<file path="src/rtl/mfs_pkg.sv">
// ----------------------------------------------------------------------------
// mfs_pkg: shared types and constants of the multilevel feedback scheduler
// Sizes, operation and result codes, the FSM state type and the task record.
// ----------------------------------------------------------------------------
package mfs_pkg;

    // Task table sizing
    localparam int MAX_TASKS  = 16;
    localparam int SLOT_W     = $clog2(MAX_TASKS);
    localparam int CNT_W      = $clog2(MAX_TASKS + 1);

    // Queues: ready levels 0..3, then the wait queue
    localparam int NUM_LEVELS = 4;
    localparam int NUM_QUEUES = NUM_LEVELS + 1;
    localparam int QUEUE_W    = $clog2(NUM_QUEUES);

    // Beat field widths
    localparam int OP_W       = 3;
    localparam int LEVEL_W    = 2;
    localparam int ELAPSED_W  = 32;
    localparam int PID_W      = 5;
    localparam int CODE_W     = 2;
    localparam int SVC_W      = 48;
    localparam int CALL_W     = 32;

    localparam logic [QUEUE_W-1:0] PARK_QUEUE   = QUEUE_W'(NUM_LEVELS);
    localparam logic [LEVEL_W-1:0] LOWEST_LEVEL = LEVEL_W'(NUM_LEVELS - 1);

    typedef enum logic [OP_W-1:0] {
        OP_CREATE    = 3'd0,
        OP_DISPATCH  = 3'd1,
        OP_SLICE_END = 3'd2,
        OP_WAIT      = 3'd3,
        OP_TERMINATE = 3'd4
    } t_op;

    typedef enum logic [CODE_W-1:0] {
        RES_OK      = 2'd0,
        RES_NONE    = 2'd1,
        RES_FULL    = 2'd2,
        RES_RUNNING = 2'd3
    } t_result;

    typedef enum logic {
        ST_IDLE,
        ST_EXEC
    } t_state;

    // Per-task record held in the task RAM
    typedef struct packed {
        logic [LEVEL_W-1:0] desired;
        logic [LEVEL_W-1:0] current;
        logic [SVC_W-1:0]   service;
        logic [CALL_W-1:0]  calls;
    } t_task_rec;

    localparam int TASK_W = $bits(t_task_rec);

endpackage

</file>
<file path="src/rtl/mfs_ifs.sv">
// ----------------------------------------------------------------------------
// mfs_ifs: request and response channels of the scheduler
// Valid/ready channels; a beat moves when valid and ready are both high.
// ----------------------------------------------------------------------------
interface mfs_req_if;
    logic                           valid;
    logic                           ready;
    logic [mfs_pkg::OP_W-1:0]       op;
    logic [mfs_pkg::LEVEL_W-1:0]    priority_req;
    logic [mfs_pkg::ELAPSED_W-1:0]  elapsed_ms;

    modport source (output valid, output op, output priority_req, output elapsed_ms,
                    input ready);
    modport sink   (input valid, input op, input priority_req, input elapsed_ms,
                    output ready);
endinterface

interface mfs_rsp_if;
    logic                           valid;
    logic                           ready;
    logic [mfs_pkg::PID_W-1:0]      task_pid;
    logic [mfs_pkg::CODE_W-1:0]     result_code;
    logic [mfs_pkg::LEVEL_W-1:0]    task_priority;
    logic [mfs_pkg::SVC_W-1:0]      total_service_ms;
    logic [mfs_pkg::CALL_W-1:0]     slice_count;

    modport source (output valid, output task_pid, output result_code,
                    output task_priority, output total_service_ms,
                    output slice_count, input ready);
    modport sink   (input valid, input task_pid, input result_code,
                    input task_priority, input total_service_ms,
                    input slice_count, output ready);
endinterface

</file>
<file path="src/rtl/mfs_ram.sv">
// ----------------------------------------------------------------------------
// mfs_ram: generic single-write, single-read RAM
// One write port, one read port, read data registered.
// ----------------------------------------------------------------------------
module mfs_ram #(
    parameter int WIDTH = 8,
    parameter int DEPTH = 16
) (
    input  logic                     i_clk,
    input  logic                     i_we,
    input  logic [$clog2(DEPTH)-1:0] i_waddr,
    input  logic [WIDTH-1:0]         i_wdata,
    input  logic [$clog2(DEPTH)-1:0] i_raddr,
    output logic [WIDTH-1:0]         o_rdata
);

    logic [WIDTH-1:0] r_mem [DEPTH];
    logic [WIDTH-1:0] r_rdata;

    always_ff @(posedge i_clk) begin
        if (i_we) begin
            r_mem[i_waddr] <= i_wdata;
        end
        r_rdata <= r_mem[i_raddr];
    end

    assign o_rdata = r_rdata;

endmodule

</file>
<file path="src/rtl/multilevel_feedback_task_scheduler_unit.sv">
// ----------------------------------------------------------------------------
// multilevel_feedback_task_scheduler_unit: four-level feedback task scheduler
// Create, dispatch, slice end, wait and terminate over RAM-held task state.
// ----------------------------------------------------------------------------
//  Channel  Dir  Beat contents
//  i_req    in   op, priority_req, elapsed_ms
//  o_rsp    out  task_pid, result_code, task_priority, total_service_ms,
//                slice_count
//
//  Every request is taken in idle, which reads the task RAM and the shared
//  link/free-pid RAM, and finished in exec, which modifies, writes back and
//  loads the output register. Reset is synchronous; RAM contents stay
//  undefined and need no clearing pass. A request is taken in idle while the
//  output register is empty or draining.
// ----------------------------------------------------------------------------
module multilevel_feedback_task_scheduler_unit (
    input  logic      i_clk,
    input  logic      i_rst_n,
    mfs_req_if.sink   i_req,
    mfs_rsp_if.source o_rsp
);

    // ------------------------------------------------------------------
    // Registers
    // ------------------------------------------------------------------
    mfs_pkg::t_state                  r_state, n_state;
    logic [mfs_pkg::OP_W-1:0]         r_op, n_op;
    logic [mfs_pkg::LEVEL_W-1:0]      r_prio, n_prio;
    logic [mfs_pkg::ELAPSED_W-1:0]    r_elapsed, n_elapsed;
    logic [mfs_pkg::SLOT_W-1:0]       r_slot, n_slot;
    logic                             r_from_stack, n_from_stack;
    logic [mfs_pkg::QUEUE_W-1:0]      r_pop_q, n_pop_q;
    logic                             r_err, n_err;
    mfs_pkg::t_result                 r_code, n_code;

    logic [mfs_pkg::SLOT_W-1:0]       r_q_head [mfs_pkg::NUM_QUEUES];
    logic [mfs_pkg::SLOT_W-1:0]       n_q_head [mfs_pkg::NUM_QUEUES];
    logic [mfs_pkg::SLOT_W-1:0]       r_q_tail [mfs_pkg::NUM_QUEUES];
    logic [mfs_pkg::SLOT_W-1:0]       n_q_tail [mfs_pkg::NUM_QUEUES];
    logic [mfs_pkg::NUM_QUEUES-1:0]   r_q_nonempty, n_q_nonempty;

    logic [mfs_pkg::SLOT_W-1:0]       r_run_slot, n_run_slot;
    logic                             r_run_valid, n_run_valid;
    logic [mfs_pkg::CNT_W-1:0]        r_fresh_cnt, n_fresh_cnt;
    logic [mfs_pkg::CNT_W-1:0]        r_free_top, n_free_top;

    logic                             r_out_valid, n_out_valid;
    logic [mfs_pkg::PID_W-1:0]        r_out_pid, n_out_pid;
    mfs_pkg::t_result                 r_out_code, n_out_code;
    logic [mfs_pkg::LEVEL_W-1:0]      r_out_prio, n_out_prio;
    logic [mfs_pkg::SVC_W-1:0]        r_out_svc, n_out_svc;
    logic [mfs_pkg::CALL_W-1:0]       r_out_calls, n_out_calls;

    // ------------------------------------------------------------------
    // RAM ports
    // ------------------------------------------------------------------
    logic                             task_we;
    logic [mfs_pkg::SLOT_W-1:0]       task_waddr, task_raddr;
    mfs_pkg::t_task_rec               task_wdata, task_rdata;
    logic [mfs_pkg::TASK_W-1:0]       task_rdata_raw;

    logic                             link_we;
    logic [mfs_pkg::SLOT_W-1:0]       link_waddr, link_raddr, link_wdata;

    logic                             stack_we;
    logic [mfs_pkg::SLOT_W-1:0]       stack_waddr, stack_raddr, stack_wdata;

    // links live in the low half, the free-pid stack in the high half
    logic                             list_we;
    logic [mfs_pkg::SLOT_W:0]         list_waddr, list_raddr;
    logic [mfs_pkg::SLOT_W-1:0]       list_wdata, list_rdata;

    mfs_ram #(.WIDTH(mfs_pkg::TASK_W), .DEPTH(mfs_pkg::MAX_TASKS)) u_task_ram (
        .i_clk   (i_clk),
        .i_we    (task_we),
        .i_waddr (task_waddr),
        .i_wdata (task_wdata),
        .i_raddr (task_raddr),
        .o_rdata (task_rdata_raw)
    );
    assign task_rdata = mfs_pkg::t_task_rec'(task_rdata_raw);

    mfs_ram #(.WIDTH(mfs_pkg::SLOT_W), .DEPTH(2 * mfs_pkg::MAX_TASKS)) u_list_ram (
        .i_clk   (i_clk),
        .i_we    (list_we),
        .i_waddr (list_waddr),
        .i_wdata (list_wdata),
        .i_raddr (list_raddr),
        .o_rdata (list_rdata)
    );

    // Stack pushes happen in idle, link writes in exec: never together.
    // Only create reads the stack, only dispatch reads a link.
    assign list_we    = link_we || stack_we;
    assign list_waddr = stack_we ? {1'b1, stack_waddr} : {1'b0, link_waddr};
    assign list_wdata = stack_we ? stack_wdata : link_wdata;
    assign list_raddr = (i_req.op == mfs_pkg::OP_CREATE) ? {1'b1, stack_raddr}
                                                         : {1'b0, link_raddr};

    // ------------------------------------------------------------------
    // Handshake
    // ------------------------------------------------------------------
    logic accept;
    assign i_req.ready = (r_state == mfs_pkg::ST_IDLE) && (!r_out_valid || o_rsp.ready);
    assign accept      = i_req.valid && i_req.ready;

    assign o_rsp.valid            = r_out_valid;
    assign o_rsp.task_pid         = r_out_pid;
    assign o_rsp.result_code      = r_out_code;
    assign o_rsp.task_priority    = r_out_prio;
    assign o_rsp.total_service_ms = r_out_svc;
    assign o_rsp.slice_count      = r_out_calls;

    // ------------------------------------------------------------------
    // Lowest-numbered non-empty ready level (level 0 wins)
    // ------------------------------------------------------------------
    logic                        any_ready;
    logic [mfs_pkg::QUEUE_W-1:0] sel_q;

    always_comb begin
        any_ready = 1'b0;
        sel_q     = '0;
        for (int i = mfs_pkg::NUM_LEVELS - 1; i >= 0; i--) begin
            if (r_q_nonempty[i]) begin
                any_ready = 1'b1;
                sel_q     = mfs_pkg::QUEUE_W'(i);
            end
        end
    end

    // ------------------------------------------------------------------
    // Next state and datapath
    // ------------------------------------------------------------------
    logic [mfs_pkg::SLOT_W-1:0]    ex_slot;
    logic [mfs_pkg::SVC_W:0]       svc_sum;
    mfs_pkg::t_task_rec            upd_rec;
    logic                          push_en;
    logic [mfs_pkg::QUEUE_W-1:0]   push_q;
    logic [mfs_pkg::CNT_W-1:0]     top_dec;

    always_comb begin
        n_state      = r_state;
        n_op         = r_op;
        n_prio       = r_prio;
        n_elapsed    = r_elapsed;
        n_slot       = r_slot;
        n_from_stack = r_from_stack;
        n_pop_q      = r_pop_q;
        n_err        = r_err;
        n_code       = r_code;
        n_q_head     = r_q_head;
        n_q_tail     = r_q_tail;
        n_q_nonempty = r_q_nonempty;
        n_run_slot   = r_run_slot;
        n_run_valid  = r_run_valid;
        n_fresh_cnt  = r_fresh_cnt;
        n_free_top   = r_free_top;
        n_out_valid  = r_out_valid;
        n_out_pid    = r_out_pid;
        n_out_code   = r_out_code;
        n_out_prio   = r_out_prio;
        n_out_svc    = r_out_svc;
        n_out_calls  = r_out_calls;

        task_we     = 1'b0;
        task_waddr  = '0;
        task_wdata  = '0;
        task_raddr  = r_run_slot;
        link_we     = 1'b0;
        link_waddr  = '0;
        link_wdata  = '0;
        link_raddr  = r_q_head[sel_q];
        stack_we    = 1'b0;
        stack_waddr = '0;
        stack_wdata = r_run_slot;
        top_dec     = mfs_pkg::CNT_W'(r_free_top - mfs_pkg::CNT_W'(1));
        stack_raddr = top_dec[mfs_pkg::SLOT_W-1:0];

        ex_slot = r_from_stack ? list_rdata : r_slot;
        svc_sum = {1'b0, task_rdata.service} + mfs_pkg::SVC_W'(r_elapsed) + '0;
        upd_rec = task_rdata;
        push_en = 1'b0;
        push_q  = mfs_pkg::QUEUE_W'(r_prio);

        // output register drains
        if (o_rsp.ready) begin
            n_out_valid = 1'b0;
        end

        case (r_state)
            // Idle state: decide, reserve resources, issue RAM reads
            mfs_pkg::ST_IDLE: begin
                if (accept) begin
                    n_state      = mfs_pkg::ST_EXEC;
                    n_op         = i_req.op;
                    n_prio       = i_req.priority_req;
                    n_elapsed    = i_req.elapsed_ms;
                    n_from_stack = 1'b0;
                    n_err        = 1'b0;
                    n_code       = mfs_pkg::RES_OK;
                    case (i_req.op)
                        mfs_pkg::OP_CREATE: begin
                            if (r_free_top != '0) begin
                                n_from_stack = 1'b1;
                                n_free_top   = top_dec;
                            end else if (r_fresh_cnt < mfs_pkg::CNT_W'(mfs_pkg::MAX_TASKS)) begin
                                n_slot      = r_fresh_cnt[mfs_pkg::SLOT_W-1:0];
                                n_fresh_cnt = mfs_pkg::CNT_W'(r_fresh_cnt + mfs_pkg::CNT_W'(1));
                            end else begin
                                n_err  = 1'b1;
                                n_code = mfs_pkg::RES_FULL;
                            end
                        end
                        mfs_pkg::OP_DISPATCH: begin
                            if (r_run_valid) begin
                                n_err  = 1'b1;
                                n_code = mfs_pkg::RES_RUNNING;
                            end else if (any_ready) begin
                                n_slot      = r_q_head[sel_q];
                                n_pop_q     = sel_q;
                                n_run_slot  = r_q_head[sel_q];
                                n_run_valid = 1'b1;
                                task_raddr  = r_q_head[sel_q];
                            end else begin
                                n_err  = 1'b1;
                                n_code = mfs_pkg::RES_NONE;
                            end
                        end
                        mfs_pkg::OP_SLICE_END, mfs_pkg::OP_WAIT, mfs_pkg::OP_TERMINATE: begin
                            if (!r_run_valid) begin
                                n_err  = 1'b1;
                                n_code = mfs_pkg::RES_NONE;
                            end else begin
                                n_slot      = r_run_slot;
                                n_run_valid = 1'b0;
                                if (i_req.op == mfs_pkg::OP_TERMINATE) begin
                                    // free the pid now: push onto the free stack
                                    stack_we    = 1'b1;
                                    stack_waddr = (r_free_top ==
                                                   mfs_pkg::CNT_W'(mfs_pkg::MAX_TASKS))
                                                  ? '0 : r_free_top[mfs_pkg::SLOT_W-1:0];
                                    if (r_free_top < mfs_pkg::CNT_W'(mfs_pkg::MAX_TASKS)) begin
                                        n_free_top = mfs_pkg::CNT_W'(r_free_top +
                                                                     mfs_pkg::CNT_W'(1));
                                    end
                                end
                            end
                        end
                        default: begin
                            // unknown op: all-zero beat
                            n_err = 1'b1;
                        end
                    endcase
                end
            end

            // Exec state: modify, write back, load the output register
            mfs_pkg::ST_EXEC: begin
                n_state     = mfs_pkg::ST_IDLE;
                n_out_valid = 1'b1;
                n_out_code  = r_code;
                n_out_pid   = '0;
                n_out_prio  = '0;
                n_out_svc   = '0;
                n_out_calls = '0;
                if (!r_err) begin
                    n_out_pid   = mfs_pkg::PID_W'(mfs_pkg::CNT_W'(ex_slot) + mfs_pkg::CNT_W'(1));
                    n_out_prio  = task_rdata.current;
                    n_out_svc   = task_rdata.service;
                    n_out_calls = task_rdata.calls;
                    case (r_op)
                        mfs_pkg::OP_CREATE: begin
                            task_we            = 1'b1;
                            task_waddr         = ex_slot;
                            task_wdata.desired = r_prio;
                            task_wdata.current = r_prio;
                            task_wdata.service = '0;
                            task_wdata.calls   = '0;
                            push_en            = 1'b1;
                            push_q             = mfs_pkg::QUEUE_W'(r_prio);
                            n_out_prio         = r_prio;
                            n_out_svc          = '0;
                            n_out_calls        = '0;
                        end
                        mfs_pkg::OP_DISPATCH: begin
                            // pop the head of the chosen level
                            if (r_slot == r_q_tail[r_pop_q]) begin
                                n_q_nonempty[r_pop_q] = 1'b0;
                            end else begin
                                n_q_head[r_pop_q] = list_rdata;
                            end
                        end
                        mfs_pkg::OP_SLICE_END: begin
                            upd_rec.service = svc_sum[mfs_pkg::SVC_W] ? '1
                                              : svc_sum[mfs_pkg::SVC_W-1:0];
                            if (task_rdata.calls != '1) begin
                                upd_rec.calls = mfs_pkg::CALL_W'(task_rdata.calls + 1'b1);
                            end
                            if (task_rdata.current != mfs_pkg::LOWEST_LEVEL) begin
                                upd_rec.current = mfs_pkg::LEVEL_W'(task_rdata.current + 1'b1);
                            end else begin
                                upd_rec.current = task_rdata.desired;
                            end
                            task_we     = 1'b1;
                            task_waddr  = ex_slot;
                            task_wdata  = upd_rec;
                            push_en     = 1'b1;
                            push_q      = mfs_pkg::QUEUE_W'(upd_rec.current);
                            n_out_prio  = upd_rec.current;
                            n_out_svc   = upd_rec.service;
                            n_out_calls = upd_rec.calls;
                        end
                        mfs_pkg::OP_WAIT: begin
                            push_en = 1'b1;
                            push_q  = mfs_pkg::PARK_QUEUE;
                        end
                        default: begin
                            // terminate: stack already updated, report the record
                        end
                    endcase
                end

                // queue push: link behind the tail or start the queue
                if (push_en) begin
                    if (r_q_nonempty[push_q]) begin
                        link_we    = 1'b1;
                        link_waddr = r_q_tail[push_q];
                        link_wdata = ex_slot;
                    end else begin
                        n_q_head[push_q] = ex_slot;
                    end
                    n_q_tail[push_q]     = ex_slot;
                    n_q_nonempty[push_q] = 1'b1;
                end
            end

            default: begin
                n_state = mfs_pkg::ST_IDLE;
            end
        endcase
    end

    // ------------------------------------------------------------------
    // Control registers
    // ------------------------------------------------------------------
    always_ff @(posedge i_clk) begin
        if (!i_rst_n) begin
            r_state      <= mfs_pkg::ST_IDLE;
            r_q_nonempty <= '0;
            r_run_slot   <= '0;
            r_run_valid  <= 1'b0;
            r_fresh_cnt  <= '0;
            r_free_top   <= '0;
            r_out_valid  <= 1'b0;
        end else begin
            r_state      <= n_state;
            r_q_nonempty <= n_q_nonempty;
            r_run_slot   <= n_run_slot;
            r_run_valid  <= n_run_valid;
            r_fresh_cnt  <= n_fresh_cnt;
            r_free_top   <= n_free_top;
            r_out_valid  <= n_out_valid;
        end
    end

    // ------------------------------------------------------------------
    // Payload registers
    // ------------------------------------------------------------------
    always_ff @(posedge i_clk) begin
        r_op         <= n_op;
        r_prio       <= n_prio;
        r_elapsed    <= n_elapsed;
        r_slot       <= n_slot;
        r_from_stack <= n_from_stack;
        r_pop_q      <= n_pop_q;
        r_err        <= n_err;
        r_code       <= n_code;
        r_q_head     <= n_q_head;
        r_q_tail     <= n_q_tail;
        r_out_pid    <= n_out_pid;
        r_out_code   <= n_out_code;
        r_out_prio   <= n_out_prio;
        r_out_svc    <= n_out_svc;
        r_out_calls  <= n_out_calls;
    end

endmodule

</file>
<file path="src/flat_wrapper.sv">
// flat-port wrapper written by rule: the top's interface ports become plain ports
module multilevel_feedback_task_scheduler_unit_flat 
  (i_clk, i_rst_n, i_req_valid, i_req_op, i_req_priority_req, i_req_elapsed_ms, i_req_ready, o_rsp_valid, o_rsp_task_pid, o_rsp_result_code, o_rsp_task_priority, o_rsp_total_service_ms, o_rsp_slice_count, o_rsp_ready);
  mfs_req_if i_req_i ();
  mfs_rsp_if o_rsp_i ();
  input  logic i_clk;
  input  logic i_rst_n;
  input wire logic [$bits(i_req_i.valid)-1:0] i_req_valid;
  input wire logic [$bits(i_req_i.op)-1:0] i_req_op;
  input wire logic [$bits(i_req_i.priority_req)-1:0] i_req_priority_req;
  input wire logic [$bits(i_req_i.elapsed_ms)-1:0] i_req_elapsed_ms;
  output wire logic [$bits(i_req_i.ready)-1:0] i_req_ready;
  output wire logic [$bits(o_rsp_i.valid)-1:0] o_rsp_valid;
  output wire logic [$bits(o_rsp_i.task_pid)-1:0] o_rsp_task_pid;
  output wire logic [$bits(o_rsp_i.result_code)-1:0] o_rsp_result_code;
  output wire logic [$bits(o_rsp_i.task_priority)-1:0] o_rsp_task_priority;
  output wire logic [$bits(o_rsp_i.total_service_ms)-1:0] o_rsp_total_service_ms;
  output wire logic [$bits(o_rsp_i.slice_count)-1:0] o_rsp_slice_count;
  input wire logic [$bits(o_rsp_i.ready)-1:0] o_rsp_ready;
  assign i_req_i.valid = i_req_valid;
  assign i_req_i.op = i_req_op;
  assign i_req_i.priority_req = i_req_priority_req;
  assign i_req_i.elapsed_ms = i_req_elapsed_ms;
  assign i_req_ready = i_req_i.ready;
  assign o_rsp_valid = o_rsp_i.valid;
  assign o_rsp_task_pid = o_rsp_i.task_pid;
  assign o_rsp_result_code = o_rsp_i.result_code;
  assign o_rsp_task_priority = o_rsp_i.task_priority;
  assign o_rsp_total_service_ms = o_rsp_i.total_service_ms;
  assign o_rsp_slice_count = o_rsp_i.slice_count;
  assign o_rsp_i.ready = o_rsp_ready;
  multilevel_feedback_task_scheduler_unit u_core (.i_clk(i_clk), .i_rst_n(i_rst_n), .i_req(i_req_i), .o_rsp(o_rsp_i));
endmodule
</file>
<file path="config.mk">
export PLATFORM = sky130hd
export DESIGN_NAME = multilevel_feedback_task_scheduler_unit_flat
export DESIGN_NICKNAME = d
export VERILOG_FILES = /design/src/rtl/mfs_pkg.sv /design/src/rtl/mfs_ifs.sv /design/src/rtl/mfs_ram.sv /design/src/rtl/multilevel_feedback_task_scheduler_unit.sv /design/src/flat_wrapper.sv
export SDC_FILE = /design/constraint.sdc
export NUM_CORES = 2
export LEC_CHECK = 0
export ABC_AREA = 1
export ABC_CLOCK_PERIOD_IN_PS = 28800
export BUFFER_PORTS_ARGS = -buffer_cell sky130_fd_sc_hd__buf_2
export CORE_MARGIN = 5
export CORE_UTILIZATION = 40
export DETAILED_ROUTE_END_ITERATION = 7
export PLACE_DENSITY = 0.62
export SLEW_MARGIN = 10
export SYNTH_ARGS = -nofsm -noshare
export SYNTH_HDL_FRONTEND = slang
export SYNTH_SLANG_ARGS = --single-unit
export TNS_END_PERCENT = 10
</file>
<file path="constraint.sdc">
create_clock -name i_clk -period 28.8 [get_ports i_clk]
set_input_delay 2.88 -clock i_clk [delete_from_list [all_inputs] [get_ports i_clk]]
set_output_delay 2.88 -clock i_clk [all_outputs]
set_load 0.02 [all_outputs]
</file>
# [Yosys cells after proc, flatten, opt, wreduce, memory -nomap -nowiden]
# Memories as Yosys holds them, arrays and structs flattened. A register that Yosys moved wholly into a read port is not among the register bits.
# Index checks and enable logic that the tools add are counted.
[word_totals] ff_bits=199 ram_bits=1472 inputBits=41 output_inout_bits=91 elab_cells=230 mem_count=2
[memory_table] name="u_core.u_task_ram.r_mem" depth=16 width=84 read_ports=1 rd_clocked_by_memory_dff=1 write_ports=1 line_no="mfs_ram.sv:17" text="logic [WIDTH-1:0] r_mem [DEPTH];"
[memory_table] name="u_core.u_list_ram.r_mem" depth=32 width=4 read_ports=1 rd_clocked_by_memory_dff=1 write_ports=1 line_no="mfs_ram.sv:17"
[classes] n_addsub=7 order_cmp=11 n_eq_ne=19 mux=126 bitwise_logic=9 reduce_logical=26
[op_table] operator="84-bit two-way mux" count=2
[op_table] operator="84-bit case mux with 2 select lines" count=1
[op_table] operator="4-bit two-way mux" count=35
[op_table] operator="20-bit two-way mux" count=6
[op_table] operator="48-bit case mux with 2 select lines" count=1
[op_table] operator="32-bit case mux with 2 select lines" count=1
[op_table] operator="20-bit bitwise mux" count=3
[op_table] operator="5-bit two-way mux" count=11
[op_table] operator="48-bit by 32-bit adder with 49-bit output" count=1
[op_table] operator="48-bit two-way mux" count=1
[op_table] operator="1-bit two-way mux" count=38
[op_table] operator="4-bit binary-select mux with 3-bit select" count=3
[op_table] operator="32-bit by 1-bit adder with 32-bit output, second input constant" count=1
[op_table] operator="32-bit two-way mux" count=1
[op_table] operator="32-bit != test, second input constant" count=1
[op_table] operator="4-bit demux with 3-bit select" count=2
[op_table] operator="2-bit two-way mux" count=8
[op_table] operator="3-bit by 2-bit == test with 1-bit output, second input constant" count=4
[op_table] operator="4-bit >= comparator, second input constant" count=3
[op_table] operator="4-bit case mux with 3 select lines" count=1
[op_table] operator="5-bit by 1-bit adder with 5-bit output, second input constant" count=2
[op_table] operator="5-bit less-than comparator, second input constant" count=2
[op_table] operator="2-bit != test, second input constant" count=5
[op_table] operator="5-bit case mux with 2 select lines" count=1
[op_table] operator="other kinds (39)" count=64

# [Logic depth before layout (Yosys ltp)]
[logic_depth] word_depth=13 ltp_mapped=18 ltp_nobuf=18

# [Modules after synthesis]
# A second synthesis with hierarchy kept.
[unflattened] hier_cells=8038 area_unflattened_um2=78546.6
[by_module_without_submodules] module="mfs_ram at u_core.u_task_ram" instances=1 cells_each=5517 area_per_inst_um2=58935.3 seq_area_each_um2=42040.3
[by_module_without_submodules] module="multilevel_feedback_task_scheduler_unit" instances=1 cells_each=2035 area_per_inst_um2=14114.8 seq_area_each_um2=5605.4
[by_module_without_submodules] module="mfs_ram at u_core.u_list_ram" instances=1 cells_each=486 area_per_inst_um2=5496.5 seq_area_each_um2=3923.8

# [Least setup slack after synthesis]
# Ideal clock, no wire load.
[synth_timing] kind="reg-to-reg" start="register u_core.r_state" end="memory u_core.u_task_ram.r_mem[0][0] (netlist bit) (enable)" setup_time_ns=0.629 arrival_ns=9.419 t_required_ns=28.171 path_slack_ns=18.752 stages_incl_launch_ff=7 path_buffers=0 period_less_slack_ns=10.048 cell_sequence="dfxtp_1 -> inv_1 -> nor2_1 -> inv_1 -> nor2_1 -> inv_1 -> nor3_1"
[synth_between] elab_chain_cells=3 word_cells_on_any_way=4 cone_classes="mux (4)"
[synth_lines] element="start, declared" line_no="multilevel_feedback_task_scheduler_unit.sv:26" text="mfs_pkg::t_state r_state, n_state;"
[synth_lines] element="start signal, assigned" line_no="multilevel_feedback_task_scheduler_unit.sv:348" text="r_state <= mfs_pkg::ST_IDLE;"
[synth_lines] element="start signal, assigned" line_no="multilevel_feedback_task_scheduler_unit.sv:356" text="r_state <= n_state;"
[synth_lines] element="1-bit two-way mux" line_no="multilevel_feedback_task_scheduler_unit.sv:190" text="case (r_state)"
[synth_lines] element="1-bit two-way mux" line_no="mfs_ram.sv:21" text="if (i_we) begin"
[synth_lines] element="1-bit two-way mux (not written as such)" line_no="mfs_ram.sv:22" text="r_mem[i_waddr] <= i_wdata;"
[synth_lines] element="end, declared" line_no="mfs_ram.sv:17"
# Parallel ways exist; a longest one is shown, timed or not.

# [Final worst setup path]
[layout_timing] start="input i_req_op[2]" end="register u_core.u_task_ram.r_rdata[22] (netlist: u_core.u_task_ram.o_rdata[22]) (read register of u_core.u_task_ram.r_mem)"
[layout_between] elab_chain_cells=4
[layout_lines] element="start, declared" line_no="flat_wrapper.sv:9" text="input wire logic [$bits(i_req_i.op)-1:0] i_req_op;"
[layout_lines] element="3-bit by 1-bit == test with 1-bit output" line_no="multilevel_feedback_task_scheduler_unit.sv:201" text="case (i_req.op)"
[layout_lines] element="4-bit two-way mux" line_no="multilevel_feedback_task_scheduler_unit.sv:201"
[layout_lines] element="4-bit two-way mux" line_no="multilevel_feedback_task_scheduler_unit.sv:193" text="if (accept) begin"
[layout_lines] element="4-bit two-way mux" line_no="multilevel_feedback_task_scheduler_unit.sv:190"
[layout_lines] element="end, declared" line_no="mfs_ram.sv:18" text="logic [WIDTH-1:0] r_rdata;"
# No other way between the ends.
# A chain may end at the register's enable or synchronous reset.

==> metrics.md <==
| Metric | Value |
|---|---|
| Global-route wire length before repair | 308000 µm |
| Worst skew pair latency | 0.84 ns |
| Clock Skew | 0.0572 ns |
| Pleak | 28.9 nW |
| Syn Std Cell Area | 74700 µm² |
| Top-count cell post-synth | edfxtp_1 |
| DRC Markers | 0 |
| Hold depth | 0 |
| HPWL Detailed | 112000 µm |
| EDFF count, synth | 1644 |
| Avg WL per Cell | 22.8 µm |
| Clock Sinks | 1754 |
| Full die area | 195000 µm² |
| R2R cell count | 13 |
| Slew HR | 0.148 |
| Worst-path maximum fanout | 110 |
| Syn_area_per_cell | 11.5 µm² |
| Tot Pwr | 5.39 mW |
| Post-CTS sizing | 0 |
| Final #Nets | 6586 |
| Initial antenna violation count | 3 |
| Synthesized Nets | 6545 |
| Top-area cell type share of the netlist area | 0.661 |
| Crit Path Category | in -> reg |
| Layout cells sized above 1 | 0.0848 |
| Library cells used by synthesis | 47 |
| TritonCTS buffer count | 181 |
| Post-CTS setup buffers | 0 |
| Hold Buf Count CTS | 0 |
| GR Overflow Total | 0 |
| Antenna-violating nets left | 0 |
| Startpoint Class | input port |
| Initial drt markers | 5259 |
| Top cells by count, synth | edfxtp_1, nand2_1, o211ai_1, inv_1, nor2_1 |
| Pwr dens | 64.3 nW/µm² |
| Setup TNS | 0 ns |
| Ys async rst share | 0 |
| Top Family by Delay on Critical Path | buffers and inverters |
| CTS H-tree lvls | 4 |
| R2r setup slk | 23.12 ns |
| Width of the die | 442 µm |
| Critical path required time | 29.51 ns |
| Largest net degree at the start of global routing | 174 |
| GRT Util Overall | 0.205 |
| Slew @ Worst Pin | 1.27 ns |
| Clock Tree Buf Depth | 3 |
| HP Class | reg -> reg |
| CP max stage cell | buf_4 |
| Synth Flop Type | edfxtp_1 |
| Wirelength, routed | 208000 µm |
| Crit end category | flip-flop |
| Cell accounting for the most synthesized area | edfxtp_1 |
| Critical path data arrival time | 8.06 ns |
| Peak Freq | 0.136 GHz |
| Status | complete, no violations |
| Max-cap check violation count | 0 |
| CTS root buffer | clkbuf_16 |
| Gp weighted congestion | 0.954 |
| CP Depth | 14 |
| I/O pins | 132 |
| CP cell instances | buf_2, nor2_2, nand2_2, nor3_4, nand2_1, nand2_4, buf_4, buf_4, buf_4, nand2_1, o211ai_1, o211ai_1, nand3_1, nand2_1 |
| Initial core utilization | 0.402 |
| Core region area | 186000 µm² |
| Synthesized instance count | 6464 |
| P&R area growth vs syn | 12.2% |
| CTS tree | yes |
| Pre-CTS setup slack | 20.65 ns |
| Die height | 442 µm |
| DR vias/cell | 5.50 |
| Sequential fraction of the synthesis area | 0.691 |
| Fin worst setup slack | 21.45 ns |
| Number of global-route vias before repair | 48100 |
| # diodes | 0 |
| TritonRoute pass-1 iters | 6 |
| Hold Violations, Final | 0 |
| Worst Path Buf+Inv | 4 |
| Rows | 158 |
| Worst-path clk slew | 0.06 ns |
| Final Util | 0.451 |
| Synth area leaders | edfxtp_1, o211ai_1, nand2_1, inv_1, nand3_1 |
| IO buf count | 131 |
| Crit path time final | 7.35 ns |
| FF+latch count, synth | 1754 |
| Slowest stage delay, CP | 0.95 ns |
| Period utilization | 0.255 |
| Final Setup Violations | 0 |
| RSZ-0062 raised after global routing | no |
| Vias | 50300 |
| Synth warnings | 0 |
| Max-slew violations | 0 |
| VDD IR max | 0.0000450 V |
## layout make-up
cell class / instances / area (µm²)
fillers: 16700 / 102000
flip-flops and latches: 1754 / 51600
multi-input cells: 3685 / 19100
clock buffers: 238 / 4900
well taps: 2480 / 3100
inverters: 675 / 2550
clock inverters: 103 / 1330
repair buffers: 208 / 1280
## stage by stage
step | cells | instance area (µm²) | hold WS [ns]
floorplan | 6464 | 74700 | 0.400
global placement | 8802 | 77600 | 0.408
detailed placement | 8802 | 77600 | 0.419
CTS | 9143 | 83800 | 0.434
global route | 9143 | 83800 | 0.439
finish | 9143 | 83800 | 0.427
## registers in the layout, indices dropped and copies added, names as in the netlist, 5 cells and up
name and count:
u_core.o_rsp.slice_count 32, u_core.r_free_top 5, u_core.r_q_head 16, u_core.r_fresh_cnt 5
u_core.o_rsp.task_pid 5, u_core.u_task_ram.r_mem 1344, u_core.r_q_nonempty 5, u_core.u_task_ram.o_rdata 84
u_core.u_list_ram.r_mem 128, u_core.r_elapsed 32, u_core.r_q_tail 20, u_core.o_rsp.total_service_ms 48
## report_power, final
| part | switching (mW) | total, mW | internal (mW) | leakage (nW) |
|---|---|---|---|---|
| combinational | 0.127 | 0.171 | 0.0442 | 11.5 |
| sequential | 0.0143 | 2.79 | 2.78 | 14.4 |
| clock | 1.02 | 2.43 | 1.41 | 3.00 |
| total | 1.16 | 5.39 | 4.23 | 28.9 |
## path summary, 6_finish.rpt
check / to / from
hold reg to reg: u_core.o_rsp.result_code[1] / u_core.r_code[1]
hold / removal: u_core.o_rsp.result_code[1] / u_core.r_code[1]
setup reg to reg: u_core.u_task_ram.o_rdata[22] / u_core.r_state
setup / recovery: u_core.u_task_ram.o_rdata[22] / i_req_op[2]
## cells in the final DEF (no fill, tap or decap), types with 18 or more instances in the layout
cell type	Yosys	final
edfxtp_1	1644	1644
nand2_1	1080	1078
o211ai_1	673	673
inv_1	663	661
nor2_1	601	586
nand3_1	458	458
o21ai_0	412	410
clkbuf_16	0	182
a21oi_1	147	147
buf_2	217	131
dfxtp_1	110	109
buf_4	28	73
xor2_1	45	45
clkbuf_1	79	42
nand4_1	40	40
ha_1	39	39
nor3_1	39	38
o21ai_1	33	32
clkinv_1	2	27
clkinv_2	0	25
or2_2	23	23
bufinv_16	0	22
nand3b_1	18	18
## metal layers
metal  global-route usage  vias to the layer above  routed length [µm]
li1                     -                    23100                   -
met1                0.284                    24700               89000
met2                0.335                     2059               98100
met3               0.0291                      413               14400
met4               0.0707                        2                6700
met5                    0                        -                   7
## kinds of logic after synthesis
| family | count (synthesis) | synth area share |
|---|---|---|
| xor gates and xnor gates | 55 | 0.00645 |
| adders and majority gates | 40 | 0.00680 |
| and+or+nand+nor | 2289 | 0.128 |
| buffers and inverters | 1025 | 0.0569 |
| AOI/OAI and AO/OA | 1301 | 0.111 |
| DFF | 1754 | 0.691 |
## worst register-to-register path: cells and delay by family, from the launching register on
kind | cells | cell delay, ns
flip-flops | 1 | 0.48
buffers and inverters | 3 | 2.68
AO/OA/AOI/OAI | 3 | 0.48
AND/OR/NAND/NOR | 7 | 1.94
(Power assumes the default switching activity.)
